===== config.mk =====
export PLATFORM = sky130hd
export DESIGN_NAME = socks5_request_parser_flat
export DESIGN_NICKNAME = d
export VERILOG_FILES = /design/src/sv/s5rp_pkg.sv /design/src/sv/s5rp_ifs.sv /design/src/sv/s5rp_step.sv /design/src/sv/socks5_request_parser.sv /design/src/flat_wrapper.sv
export VERILOG_INCLUDE_DIRS = /design/src /design/src/sv
export SDC_FILE = /design/constraint.sdc
export NUM_CORES = 1
export LEC_CHECK = 0
export ABC_AREA = 1
export BUFFER_PORTS_ARGS = -buffer_cell sky130_fd_sc_hd__buf_4
export CORE_MARGIN = 4
export CORE_UTILIZATION = 45
export DETAILED_ROUTE_END_ITERATION = 8
export HOLD_SLACK_MARGIN = 0.05
export PLACE_DENSITY = 0.71
export SKIP_LAST_GASP = 1
export SLEW_MARGIN = 10
export SYNTH_ARGS = -nofsm -noshare
export SYNTH_HDL_FRONTEND = slang
export SYNTH_HIERARCHICAL = 1
export SYNTH_SLANG_ARGS = --single-unit

===== constraint.sdc =====
create_clock -name clk -period 9 [get_ports clk]
set_input_delay 2.25 -clock clk [delete_from_list [all_inputs] [get_ports clk]]
set_output_delay 2.25 -clock clk [all_outputs]
set_load 0.01 [all_outputs]

===== src/sv/socks5_request_parser_defines.svh =====
// Assertion macros shared by the SOCKS5 request parser RTL.
`ifndef SOCKS5_REQUEST_PARSER_DEFINES_SVH
`define SOCKS5_REQUEST_PARSER_DEFINES_SVH

// Same-cycle implication, disabled while reset is asserted.
`define S5RP_ASSERT_IMPLY(lbl, clk, rst_n, ante, cons) \
	lbl: assert property (@(posedge clk) disable iff (!(rst_n)) (ante) |-> (cons)) \
		else $error("s5rp: same-cycle check failed");

// Next-cycle implication, disabled while reset is asserted.
`define S5RP_ASSERT_NEXT(lbl, clk, rst_n, ante, cons) \
	lbl: assert property (@(posedge clk) disable iff (!(rst_n)) (ante) |=> (cons)) \
		else $error("s5rp: next-cycle check failed");

`endif


===== src/sv/s5rp_pkg.sv =====
// Types and constants of the SOCKS5 request parser.
`default_nettype none

package s5rp_pkg;

	typedef enum logic [3:0] {
		PH_VERSION  = 4'd0,
		PH_CMD      = 4'd1,
		PH_RSV      = 4'd2,
		PH_ATYP     = 4'd3,
		PH_DOMLEN   = 4'd4,
		PH_ADDR     = 4'd5,
		PH_PORT     = 4'd6,
		PH_DONE     = 4'd7,
		PH_ERR_VER  = 4'd8,
		PH_ERR_ATYP = 4'd9
	} phase_t;

	typedef enum logic [1:0] {
		ST_BUSY     = 2'd0,
		ST_DONE     = 2'd1,
		ST_BAD_VER  = 2'd2,
		ST_BAD_ATYP = 2'd3
	} status_t;

	localparam logic [7:0] SOCKS_VERSION = 8'd5;
	localparam logic [7:0] ATYP_IPV4     = 8'd1;
	localparam logic [7:0] ATYP_DOMAIN   = 8'd3;
	localparam logic [7:0] ATYP_IPV6     = 8'd4;
	localparam logic [7:0] LEN_IPV4      = 8'd4;
	localparam logic [7:0] LEN_IPV6      = 8'd16;
	localparam logic [7:0] LEN_PORT      = 8'd2;

	typedef struct packed {
		phase_t      phase;
		logic [7:0]  cmd_hold;
		logic [7:0]  type_hold;
		logic [7:0]  bytes_read;
		logic [7:0]  bytes_total;
		logic [15:0] port_hold;
	} state_t;

	localparam state_t STATE_RESET = '{
		phase:       PH_VERSION,
		cmd_hold:    8'd0,
		type_hold:   8'd0,
		bytes_read:  8'd0,
		bytes_total: 8'd0,
		port_hold:   16'd0
	};

	typedef struct packed {
		status_t     status;
		logic [7:0]  command;
		logic [7:0]  addr_type;
		logic        addr_byte_valid;
		logic [7:0]  addr_byte;
		logic [7:0]  addr_index;
		logic [7:0]  addr_length;
		logic [15:0] dst_port;
	} result_t;

endpackage

`default_nettype wire


===== src/sv/s5rp_ifs.sv =====
// Valid/ready channel interfaces for request bytes and parse results.
`default_nettype none

interface s5rp_byte_if;
	logic       valid;
	logic       ready;
	logic [7:0] data_byte;
	logic       first_byte;

	modport source (output valid, output data_byte, output first_byte, input ready);
	modport sink   (input valid, input data_byte, input first_byte, output ready);
endinterface

interface s5rp_result_if;
	logic        valid;
	logic        ready;
	logic [1:0]  status;
	logic [7:0]  command;
	logic [7:0]  addr_type;
	logic        addr_byte_valid;
	logic [7:0]  addr_byte;
	logic [7:0]  addr_index;
	logic [7:0]  addr_length;
	logic [15:0] dst_port;

	modport source (
		output valid, output status, output command, output addr_type,
		output addr_byte_valid, output addr_byte, output addr_index,
		output addr_length, output dst_port, input ready
	);
	modport sink (
		input valid, input status, input command, input addr_type,
		input addr_byte_valid, input addr_byte, input addr_index,
		input addr_length, input dst_port, output ready
	);
endinterface

`default_nettype wire


===== src/sv/s5rp_step.sv =====
// Next-state and result logic for one request byte.
`default_nettype none

module s5rp_step (
	input  s5rp_pkg::state_t  cur,
	input  logic [7:0]        data_byte,
	input  logic              first_byte,
	output s5rp_pkg::state_t  nxt,
	output s5rp_pkg::result_t res
);
	import s5rp_pkg::*;

	state_t     st;
	logic [7:0] read_inc;
	logic       av;
	logic [7:0] ai;
	logic [7:0] al;
	status_t    status;

	always_comb begin
		st       = first_byte ? STATE_RESET : cur;
		nxt      = st;
		read_inc = st.bytes_read + 8'd1;
		av       = 1'b0;
		ai       = 8'd0;
		al       = 8'd0;

		unique case (st.phase)
			PH_VERSION: begin
				nxt.phase = (data_byte == SOCKS_VERSION) ? PH_CMD : PH_ERR_VER;
			end
			PH_CMD: begin
				nxt.cmd_hold = data_byte;
				nxt.phase    = PH_RSV;
			end
			PH_RSV: begin
				nxt.phase = PH_ATYP;
			end
			PH_ATYP: begin
				nxt.type_hold = data_byte;
				if (data_byte == ATYP_IPV4) begin
					nxt.bytes_read  = 8'd0;
					nxt.bytes_total = LEN_IPV4;
					nxt.phase       = PH_ADDR;
				end else if (data_byte == ATYP_IPV6) begin
					nxt.bytes_read  = 8'd0;
					nxt.bytes_total = LEN_IPV6;
					nxt.phase       = PH_ADDR;
				end else if (data_byte == ATYP_DOMAIN) begin
					nxt.phase = PH_DOMLEN;
				end else begin
					nxt.phase = PH_ERR_ATYP;
				end
			end
			PH_DOMLEN: begin
				nxt.bytes_read = 8'd0;
				if (data_byte == 8'd0) begin
					// empty domain: no address bytes, straight to the port
					nxt.bytes_total = LEN_PORT;
					nxt.port_hold   = 16'd0;
					nxt.phase       = PH_PORT;
				end else begin
					nxt.bytes_total = data_byte;
					nxt.phase       = PH_ADDR;
				end
			end
			PH_ADDR: begin
				av = 1'b1;
				ai = st.bytes_read;
				al = st.bytes_total;
				if (read_inc >= st.bytes_total) begin
					nxt.bytes_read  = 8'd0;
					nxt.bytes_total = LEN_PORT;
					nxt.port_hold   = 16'd0;
					nxt.phase       = PH_PORT;
				end else begin
					nxt.bytes_read = read_inc;
				end
			end
			PH_PORT: begin
				nxt.port_hold  = {st.port_hold[7:0], data_byte};
				nxt.bytes_read = read_inc;
				if (read_inc >= st.bytes_total) begin
					nxt.phase = PH_DONE;
				end
			end
			default: begin
				// done and error states hold until a restart
			end
		endcase

		case (nxt.phase)
			PH_DONE:     status = ST_DONE;
			PH_ERR_VER:  status = ST_BAD_VER;
			PH_ERR_ATYP: status = ST_BAD_ATYP;
			default:     status = ST_BUSY;
		endcase

		res.status          = status;
		res.command         = nxt.cmd_hold;
		res.addr_type       = nxt.type_hold;
		res.addr_byte_valid = av;
		res.addr_byte       = av ? data_byte : 8'd0;
		res.addr_index      = ai;
		res.addr_length     = al;
		res.dst_port        = (status == ST_DONE) ? nxt.port_hold : 16'd0;
	end

endmodule

`default_nettype wire


===== src/sv/socks5_request_parser.sv =====
// SOCKS5 connect-request parser top level: byte register, parse state, result register.
// Usage:
//   req carries one request byte per transaction (data_byte) with first_byte
//   marking the version byte of a new request; first_byte restarts parsing
//   from any state. rsp carries exactly one result per request byte: status,
//   held command and address type, the address byte with its index and the
//   address length when the byte belongs to the address, and the port once
//   status reads done.
//   A byte taken on req is held in the byte register, parsed from there, and its
//   result is offered on rsp from the result register, i.e. two registers deep.
//   Throughput: one byte per cycle, sustained while rsp is ready; the parse step
//   is a single pass through the phase decoder and the 8-bit index compare.
//   A stalled rsp holds its result; the byte register still drains into the
//   result register in the same cycle rsp is taken, so req.ready only drops
//   when both registers are full and rsp is not ready.
//   Reset (arst_n low) empties both registers and returns the parser to
//   expecting a version byte with all held fields cleared.
//   Done and the two error statuses stay until a first_byte restart.
`default_nettype none
`include "socks5_request_parser_defines.svh"

module socks5_request_parser (
	input  logic                 clk,
	input  logic                 arst_n,
	s5rp_byte_if.sink            req,
	s5rp_result_if.source        rsp
);
	import s5rp_pkg::*;

	logic       valid_s1;
	logic [7:0] data_byte_s1;
	logic       first_byte_s1;
	state_t     state_q;
	state_t     state_nxt;
	result_t    res_nxt;
	logic       valid_s2;
	result_t    res_s2;
	logic       out_free;
	logic       adv_s1;

	assign out_free  = !valid_s2 || rsp.ready;
	assign adv_s1    = valid_s1 && out_free;
	assign req.ready = !valid_s1 || out_free;

	s5rp_step u_step (
		.cur        (state_q),
		.data_byte  (data_byte_s1),
		.first_byte (first_byte_s1),
		.nxt        (state_nxt),
		.res        (res_nxt)
	);

	always_ff @(posedge clk or negedge arst_n) begin
		if (!arst_n) begin
			valid_s1 <= 1'b0;
			valid_s2 <= 1'b0;
			state_q  <= STATE_RESET;
		end else begin
			if (req.ready) begin
				valid_s1 <= req.valid;
			end
			if (out_free) begin
				valid_s2 <= valid_s1;
			end
			if (adv_s1) begin
				state_q <= state_nxt;
			end
		end
	end

	always_ff @(posedge clk) begin
		if (req.valid && req.ready) begin
			data_byte_s1  <= req.data_byte;
			first_byte_s1 <= req.first_byte;
		end
		if (adv_s1) begin
			res_s2 <= res_nxt;
		end
	end

	assign rsp.valid           = valid_s2;
	assign rsp.status          = res_s2.status;
	assign rsp.command         = res_s2.command;
	assign rsp.addr_type       = res_s2.addr_type;
	assign rsp.addr_byte_valid = res_s2.addr_byte_valid;
	assign rsp.addr_byte       = res_s2.addr_byte;
	assign rsp.addr_index      = res_s2.addr_index;
	assign rsp.addr_length     = res_s2.addr_length;
	assign rsp.dst_port        = res_s2.dst_port;

	// an address byte only ever comes out while the request is still in progress
	`S5RP_ASSERT_IMPLY(a_addr_busy, clk, arst_n,
		valid_s2 && res_s2.addr_byte_valid, res_s2.status == ST_BUSY)
	`S5RP_ASSERT_IMPLY(a_addr_index, clk, arst_n,
		valid_s2 && res_s2.addr_byte_valid, res_s2.addr_index < res_s2.addr_length)
	`S5RP_ASSERT_IMPLY(a_port_done, clk, arst_n,
		valid_s2 && (res_s2.dst_port != 16'd0), res_s2.status == ST_DONE)
	// a byte waiting on a stalled output must not be dropped
	`S5RP_ASSERT_NEXT(a_s1_hold, clk, arst_n,
		valid_s1 && !out_free, valid_s1)
	// terminal phases only leave on a restart
	`S5RP_ASSERT_NEXT(a_sticky, clk, arst_n,
		adv_s1 && !first_byte_s1 && (state_q.phase == PH_DONE ||
		state_q.phase == PH_ERR_VER || state_q.phase == PH_ERR_ATYP),
		$stable(state_q))

endmodule

`default_nettype wire


===== src/flat_wrapper.sv =====
// flat-port wrapper written by rule: the top's interface ports become plain ports
module socks5_request_parser_flat import s5rp_pkg::*;
  (clk, arst_n, req_valid, req_data_byte, req_first_byte, req_ready, rsp_valid, rsp_status, rsp_command, rsp_addr_type, rsp_addr_byte_valid, rsp_addr_byte, rsp_addr_index, rsp_addr_length, rsp_dst_port, rsp_ready);
  s5rp_byte_if req_i ();
  s5rp_result_if rsp_i ();
  input  logic clk;
  input  logic arst_n;
  input wire logic [$bits(req_i.valid)-1:0] req_valid;
  input wire logic [$bits(req_i.data_byte)-1:0] req_data_byte;
  input wire logic [$bits(req_i.first_byte)-1:0] req_first_byte;
  output wire logic [$bits(req_i.ready)-1:0] req_ready;
  output wire logic [$bits(rsp_i.valid)-1:0] rsp_valid;
  output wire logic [$bits(rsp_i.status)-1:0] rsp_status;
  output wire logic [$bits(rsp_i.command)-1:0] rsp_command;
  output wire logic [$bits(rsp_i.addr_type)-1:0] rsp_addr_type;
  output wire logic [$bits(rsp_i.addr_byte_valid)-1:0] rsp_addr_byte_valid;
  output wire logic [$bits(rsp_i.addr_byte)-1:0] rsp_addr_byte;
  output wire logic [$bits(rsp_i.addr_index)-1:0] rsp_addr_index;
  output wire logic [$bits(rsp_i.addr_length)-1:0] rsp_addr_length;
  output wire logic [$bits(rsp_i.dst_port)-1:0] rsp_dst_port;
  input wire logic [$bits(rsp_i.ready)-1:0] rsp_ready;
  assign req_i.valid = req_valid;
  assign req_i.data_byte = req_data_byte;
  assign req_i.first_byte = req_first_byte;
  assign req_ready = req_i.ready;
  assign rsp_valid = rsp_i.valid;
  assign rsp_status = rsp_i.status;
  assign rsp_command = rsp_i.command;
  assign rsp_addr_type = rsp_i.addr_type;
  assign rsp_addr_byte_valid = rsp_i.addr_byte_valid;
  assign rsp_addr_byte = rsp_i.addr_byte;
  assign rsp_addr_index = rsp_i.addr_index;
  assign rsp_addr_length = rsp_i.addr_length;
  assign rsp_dst_port = rsp_i.dst_port;
  assign rsp_i.ready = rsp_ready;
  socks5_request_parser u_core (.clk(clk), .arst_n(arst_n), .req(req_i), .rsp(rsp_i));
endmodule

==> summary.txt, run 1 <==
Clock Latency Late Sink - 0.41 ns
hold endpoint - u_core/state_q[16]
Top Family by Delay on Critical Path - buffers and inverters
routability congestion estimate - 0.888
initial DRC count - 653
reg2reg setup slack - 5.02 ns
post-route worst setup slack - 4.03 ns
first-pass GRT wire length - 23.7 mm
fin. max-slew vios - 0
final core utilization - 54.1%
Final nets - 750
min cycle time layout - 4.97 ns
Cell variety after synth - 35
routed wire length - 14.6 mm
Mapped Area - 0.00624 sq mm
status - finished clean
ANT cells - 0
clk_skew - 0.0149 ns
#FFs+latches synth - 122
RSZ-0062 raised after global routing - no
Crit Reg-Reg Startpoint - u_core/first_byte_s1
Synth Warn # - 6
Vias/cell - 5.31
hold path start - u_core/state_q[16]
TritonCTS Sinks - 122
worst-margin pin slew - 0.994 ns
I/O pin total - 74
Crit path top cell by count - buf_4
post-synthesis sequential area ratio - 54.4%
FF-to-FF End - u_core/rsp.dst_port[2]
via count - 4,866
Setup-failing EPs final - 0
Area Overhead vs Synth - 16.3%
Overall Power - 0.00171 W
number of remaining DRC errors - 0
initial core utilization - 46.5%
DRT Pass-1 Iters - 6
drt wl/cell - 15.9 um
Root Driver - clkbuf_16
die width - 126 um
CP bufs+invs - 3
crit end category - output port
final hold violation count - 0
Max Buffers Root-to-Sink - 2
peak supply drop - 0.000133 V
register area - 0.00339 sq mm
CP Class - input port to output port
layout cells sized above 1 - 19.7%
cts bufs inserted - 17
Net Count, Synth - 702
pwr dens - 236 mW/mm^2
core region area - 0.0134 sq mm
Post-CTS Setup Bufs - 0
number of global-route vias before repair - 4,595
WHS Path Cells - 2
Setup TNS Final - 0 ns
Post-CTS Resized - 0
leakage power - 3.41 nW
Final ANT Viol Nets - 0
Syn Area/Cell - 9.17 sq um
grt total ovfl - 0
crit-path max FO - 3
Fmax - 0.201 GHz
dpl hpwl - 9.38 mm
row count - 42
Synth Instances - 680
hold_buf cts - 0
period utilization - 55.2%
WP data required - 6.75 ns
multi-input logic area - 0.00227 sq mm
slew margin rel. - 33.6%
CP max stage delay - 0.19 ns
IO buf count - 73
Die Area - 0.0158 sq mm
CTS tree - done
Worst EP arrival - 2.72 ns
Final Instance Area - 0.00726 sq mm
Placement Setup Slack - 4.04 ns
initial antenna violation count - 0
critical-path cell list - buf_4 -> inv_2 -> nand3_1 -> buf_4
Reg clk slew, reported paths - 0.05 ns
largest net degree at the start of global routing - 60
Reg2Reg Depth - 17
Hold Path Class - flip-flop to flip-flop
max-cap viol count - 0
fill count - 1,192
die span in y - 126 um
H-tree levels - 4
startpoint type of the worst setup path - input port
total track usage - 18.7%
DP Area - 0.00670 sq mm
CP max-delay cell - buf_4
[synth_stat cells]
cell type / n / share of area [%]
a21oi_1: 5 / 0.40
clkbuf_1: 6 / 0.36
inv_2: 10 / 0.60
a31oi_1: 3 / 0.30
inv_4: 1 / 0.10
o22ai_1: 13 / 1.3
nand2_4: 8 / 1.4
a21o_1: 1 / 0.12
inv_1: 55 / 3.3
nand2_1: 183 / 11
nor2_8: 1 / 0.32
nor2_2: 2 / 0.20
o21ai_0: 21 / 1.7
buf_1: 2 / 0.12
a22oi_1: 6 / 0.72
buf_6: 5 / 0.90
ha_1: 9 / 1.8
dfrtp_1: 54 / 22
nand2_2: 5 / 0.50
nor2_1: 67 / 4.0
nand3b_4: 1 / 0.32
o211ai_1: 6 / 0.72
a21oi_4: 1 / 0.26
nand3_1: 84 / 6.7
buf_8: 1 / 0.24
edfxtp_1: 68 / 33
nor3_1: 3 / 0.24
o21ai_1: 3 / 0.24
buf_2: 12 / 0.96
xor2_1: 5 / 0.70
nand3_4: 2 / 0.56
nand4_1: 4 / 0.40
buf_12: 1 / 0.32
buf_4: 19 / 2.3
nor2_4: 13 / 2.3
[how the worst max path moves through the flow]
stage,from,end,slack (ns),cells past startpoint
finish,rsp_ready,req_ready,4.03,4
global route,rsp_ready,req_ready,4.01,4
CTS,rsp_ready,req_ready,4.03,4
detailed placement,rsp_ready,req_ready,4.04,4
global placement,rsp_ready,req_ready,4.04,4
floorplan,rsp_ready,req_ready,4.31,2
[tightest hold or removal path, cell delays in order (launching register included)]
cell	delay [ns]
dfrtp_1	0.34
nand2_1	0.05
nand2_1	0.05
[cell usage in the layout (no fill, tap or decap), types with 2 or more instances in the layout]
master and n:
a21oi_1 5, a22oi_1 6, a31oi_1 3, buf_4 75, bufinv_16 2, clkbuf_1 5, clkbuf_16 17, clkinv_2 5
dfrtp_1 54, edfxtp_1 68, ha_1 9, inv_1 54, inv_2 10, nand2_1 183, nand2_2 5, nand2_4 8
nand3_1 84, nand3_4 2, nand4_1 4, nor2_1 67, nor2_2 2, nor2_4 13, nor3_1 3, o211ai_1 6
o21ai_0 21, o21ai_1 3, o22ai_1 13, xor2_1 5
[metal layers]
metal / wire, um / vias to the layer above / GRT usage, %
li1: - / 2326 / -
met2: 6890 / 202 / 29.0
met4: 292 / 0 / 6.44
met5: 0 / - / 0
met3: 1020 / 23 / 4.61
met1: 6400 / 2315 / 25.8
[power breakdown]
part           switching, W  internal, W
registers         0.0000428     0.000674
logic              0.000236     0.000112
clock network      0.000234     0.000412
[final cells by class]
cell class,count,share of cell area (%)
Sequential cell,122,46.8
Multi-Input combinational cell,446,31.3
Timing Repair Buffer,75,7.76
Clock buffer,23,6.31
Inverter,66,3.47
Tap cell,176,3.04
Clock inverter,9,1.38
[flip-flops by register name (all words and copies together) (netlist names)]
name,cells
u_core/rsp.addr_index,8
u_core/first_byte_s1,1
u_core/data_byte_s1,8
u_core/rsp.addr_byte_valid,1
u_core/rsp.command,8
u_core/rsp.addr_type,8
u_core/valid_s1,1
u_core/rsp.addr_length,8
u_core/state_q,52
u_core/rsp.dst_port,16
u_core/rsp.addr_byte,8
u_core/rsp.status,2
u_core/rsp.valid,1
[stage by stage]
stage | hold slack (ns) | cells
6_report | 0.468 | 917
5_1_grt | 0.492 | 917
4_1_cts | 0.472 | 917
3_5_place_dp | 0.459 | 885
3_3_place_gp | 0.453 | 885
2_1_floorplan | 0.442 | 680
[kinds of logic (layout without fill, tap and decap cells)]
logic type                 after synthesis  count (layout)  synth area share [%]
and+or+nand+nor                        373             373                  28.1
DFF                                    122             122                  54.4
buffers and inverters                  112             173                  9.21
AOI/OAI and AO/OA                       59              59                  5.76
adders and majority gates                9               9                  1.81
xor gates and xnor gates                 5               5                 0.702
Power figures use the tool's default switching activity.
==> run 2, diff against run 1 <==
--- a/config.mk
+++ b/config.mk
@@ -12,7 +12,7 @@
 export CORE_UTILIZATION = 45
 export DETAILED_ROUTE_END_ITERATION = 8
 export HOLD_SLACK_MARGIN = 0.05
-export PLACE_DENSITY = 0.71
+export PLACE_DENSITY = 0.74
 export SKIP_LAST_GASP = 1
 export SLEW_MARGIN = 10
 export SYNTH_ARGS = -nofsm -noshare
==> constraint.sdc (replaced) <==
create_clock -name clk -period 4.3 [get_ports clk]
set_input_delay 1.075 -clock clk [delete_from_list [all_inputs] [get_ports clk]]
set_output_delay 1.075 -clock clk [all_outputs]
set_load 0.01 [all_outputs]
==> run 2 against run 1 <==
  * Die area is the same
  * Sequential share of layout area shrank 0.52 points
  * First-iteration DRC count shrank 13%
  * Critical path depth grew 13
  * Final cell count grew 0.22%
  * Hold slack gained 0.0020 ns
  * Cell area grew 1.1%
  * Highest routed layer unchanged
==> summary.txt, run 2 (synthesized netlist as in run 1, its figures left out) <==
status - finished clean (unchanged)
hold path start - u_core/state_q[9] (was u_core/state_q[16])
Crit Reg-Reg Startpoint - u_core/first_byte_s1 (unchanged)
Area Overhead vs Synth - 17.6% (was 16.3%)
die span in y - 126 um (unchanged)
CP Class - flip-flop to flip-flop (was input port to output port)
multi-input logic area - 0.00227 sq mm (unchanged)
Root Driver - clkbuf_16 (unchanged)
hold_buf cts - 0 (unchanged)
worst-margin pin slew - 0.714 ns (was 0.994 ns)
ANT cells - 0 (unchanged)
H-tree levels - 4 (unchanged)
Die Area - 0.0158 sq mm (unchanged)
dpl hpwl - 9.60 mm (was 9.38 mm)
routability congestion estimate - 0.924 (was 0.888)
row count - 42 (unchanged)
initial antenna violation count - 0 (unchanged)
max-cap viol count - 0 (unchanged)
first-pass GRT wire length - 24.3 mm (was 23.7 mm)
peak supply drop - 0.000202 V (was 0.000133 V)
initial DRC count - 567 (was 653)
Worst EP arrival - 4.01 ns (was 2.72 ns)
grt total ovfl - 0 (unchanged)
total track usage - 19.2% (was 18.7%)
Post-CTS Setup Bufs - 0 (unchanged)
fin. max-slew vios - 0 (unchanged)
Max Buffers Root-to-Sink - 2 (unchanged)
reg2reg setup slack - 0.45 ns (was 5.02 ns)
Setup-failing EPs final - 0 (unchanged)
Top reg by flops - u_core/state_q (unchanged)
number of global-route vias before repair - 4,815 (was 4,595)
Hold Path Class - flip-flop to flip-flop (unchanged)
core region area - 0.0134 sq mm (unchanged)
Final ANT Viol Nets - 0 (unchanged)
largest net degree at the start of global routing - 60 (unchanged)
cts bufs inserted - 17 (unchanged)
post-route worst setup slack - 0.451 ns (was 4.03 ns)
Reg clk slew, reported paths - 0.05 ns (about the same)
FF-to-FF End - u_core/rsp.dst_port[0] (was u_core/rsp.dst_port[2])
die width - 126 um (unchanged)
Reg2Reg Depth - 17 (unchanged)
Final nets - 752 (was 750)
commonest non-fill, non-tap cell in the layout - nand2_1 (unchanged)
initial core utilization - 46.5% (unchanged)
drt wl/cell - 16.0 um (was 15.9 um)
min cycle time layout - 3.85 ns
layout cells sized above 1 - 20.2% (was 19.7%)
slew margin rel. - 52.4% (was 33.6%)
RSZ-0062 raised after global routing - no (unchanged)
TritonCTS Sinks - 122 (unchanged)
routed wire length - 14.7 mm (was 14.6 mm)
Fmax - 0.260 GHz
crit-path max FO - 55 (was 3)
pwr dens - 505 mW/mm^2 (was 236 mW/mm^2)
Clock Latency Late Sink - 0.42 ns (was 0.41 ns)
number of remaining DRC errors - 0 (unchanged)
period utilization - 89.5%
fill count - 1,152 (was 1,192)
IO buf count - 73 (unchanged)
Post-CTS Resized - 0 (unchanged)
I/O pin total - 74 (unchanged)
CTS tree - done (unchanged)
Placement Setup Slack - 0.537 ns (was 4.04 ns)
Overall Power - 0.00371 W (was 0.00171 W)
register area - 0.00339 sq mm (unchanged)
Setup TNS Final - 0 ns (unchanged)
startpoint type of the worst setup path - flip-flop (was input port)
leakage power - 3.46 nW (was 3.41 nW)
WHS - 0.470 ns (was 0.468 ns)
hold endpoint - u_core/state_q[9] (was u_core/state_q[16])
final hold violation count - 0 (unchanged)
via count - 4,969 (was 4,866)
Largest register FFs - 52 (unchanged)
DRT Pass-1 Iters - 6 (unchanged)
Vias/cell - 5.41 (was 5.31)
WP data required - 4.46 ns (was 6.75 ns)
commonest non-fill, non-tap cells in the layout - nand2_1, nand3_1, buf_4 (unchanged)
crit end category - flip-flop (was output port)
WHS Path Cells - 2 (unchanged)
clk_skew - 0.00989 ns (was 0.0149 ns)
run 2: cell types whose count changed in the layout (fill, tap and decap cells not counted), sizes merged:
cell      delta
clkinvlp     -1
clkinv       -2
inv          +1
buf          +2
bufinv       +2
run 2: per-layer routing:
metal	routed length, um	vias up	global-route usage, %
met5	0	-	0
met3	1180	41	6.27
met2	6720	228	29.3
li1	-	2331	-
met4	400	0	8.08
met1	6400	2369	25.4
run 2: critical path, cell delays in order (launching register included):
cell and delay, ns:
edfxtp_1 0.51, inv_2 0.11, buf_4 0.52, nand2_1 0.24, nor3_1 0.29, xor2_1 0.22, inv_1 0.06, ha_1 0.26
nand2_1 0.08, nor2_1 0.05, nor2_1 0.26, nand2_1 0.15, inv_1 0.17, nand2_1 0.07, nand2_1 0.11, nand2_2 0.07
nand3_4 0.32, nor2_1 0.08
run 2: stage by stage:
step	std cells	instance area (sq um)	utilization, %
after floorplan	680	6240	-
after global placement	887	6720	50.2
final	919	7340	54.8
after global routing	919	7340	54.8
after CTS	919	7340	54.8
after detailed placement	887	6720	50.2
run 2: power breakdown:
group          switching, W  total [W]  internal (W)
Clock              0.000478    0.00147      0.000993
Combinational      0.000490   0.000733      0.000243
Sequential        0.0000924    0.00150       0.00141
run 2: area by class of cell:
class | instances | share of cell area [%]
clock buffers | 23 | 6.38
repair buffers | 77 | 8.05
flip-flops and latches | 122 | 46.2
well taps | 176 | 3.00
clock inverters | 9 | 1.98
multi-input cells | 446 | 30.9
inverters | 66 | 3.41
run 2: how the worst max path moves through the flow:
stage                               startpoint                endpoint  slack, ns  cells past startpoint
after global routing      u_core/first_byte_s1  u_core/rsp.dst_port[0]       0.15                     17
after floorplan           u_core/first_byte_s1    u_core/rsp.status[0]       1.02                     19
after detailed placement  u_core/first_byte_s1  u_core/rsp.dst_port[0]       0.54                     17
final                     u_core/first_byte_s1  u_core/rsp.dst_port[0]       0.45                     17
after global placement    u_core/first_byte_s1  u_core/rsp.dst_port[5]       0.72                     17
after CTS                 u_core/first_byte_s1  u_core/rsp.dst_port[0]       0.49                     17
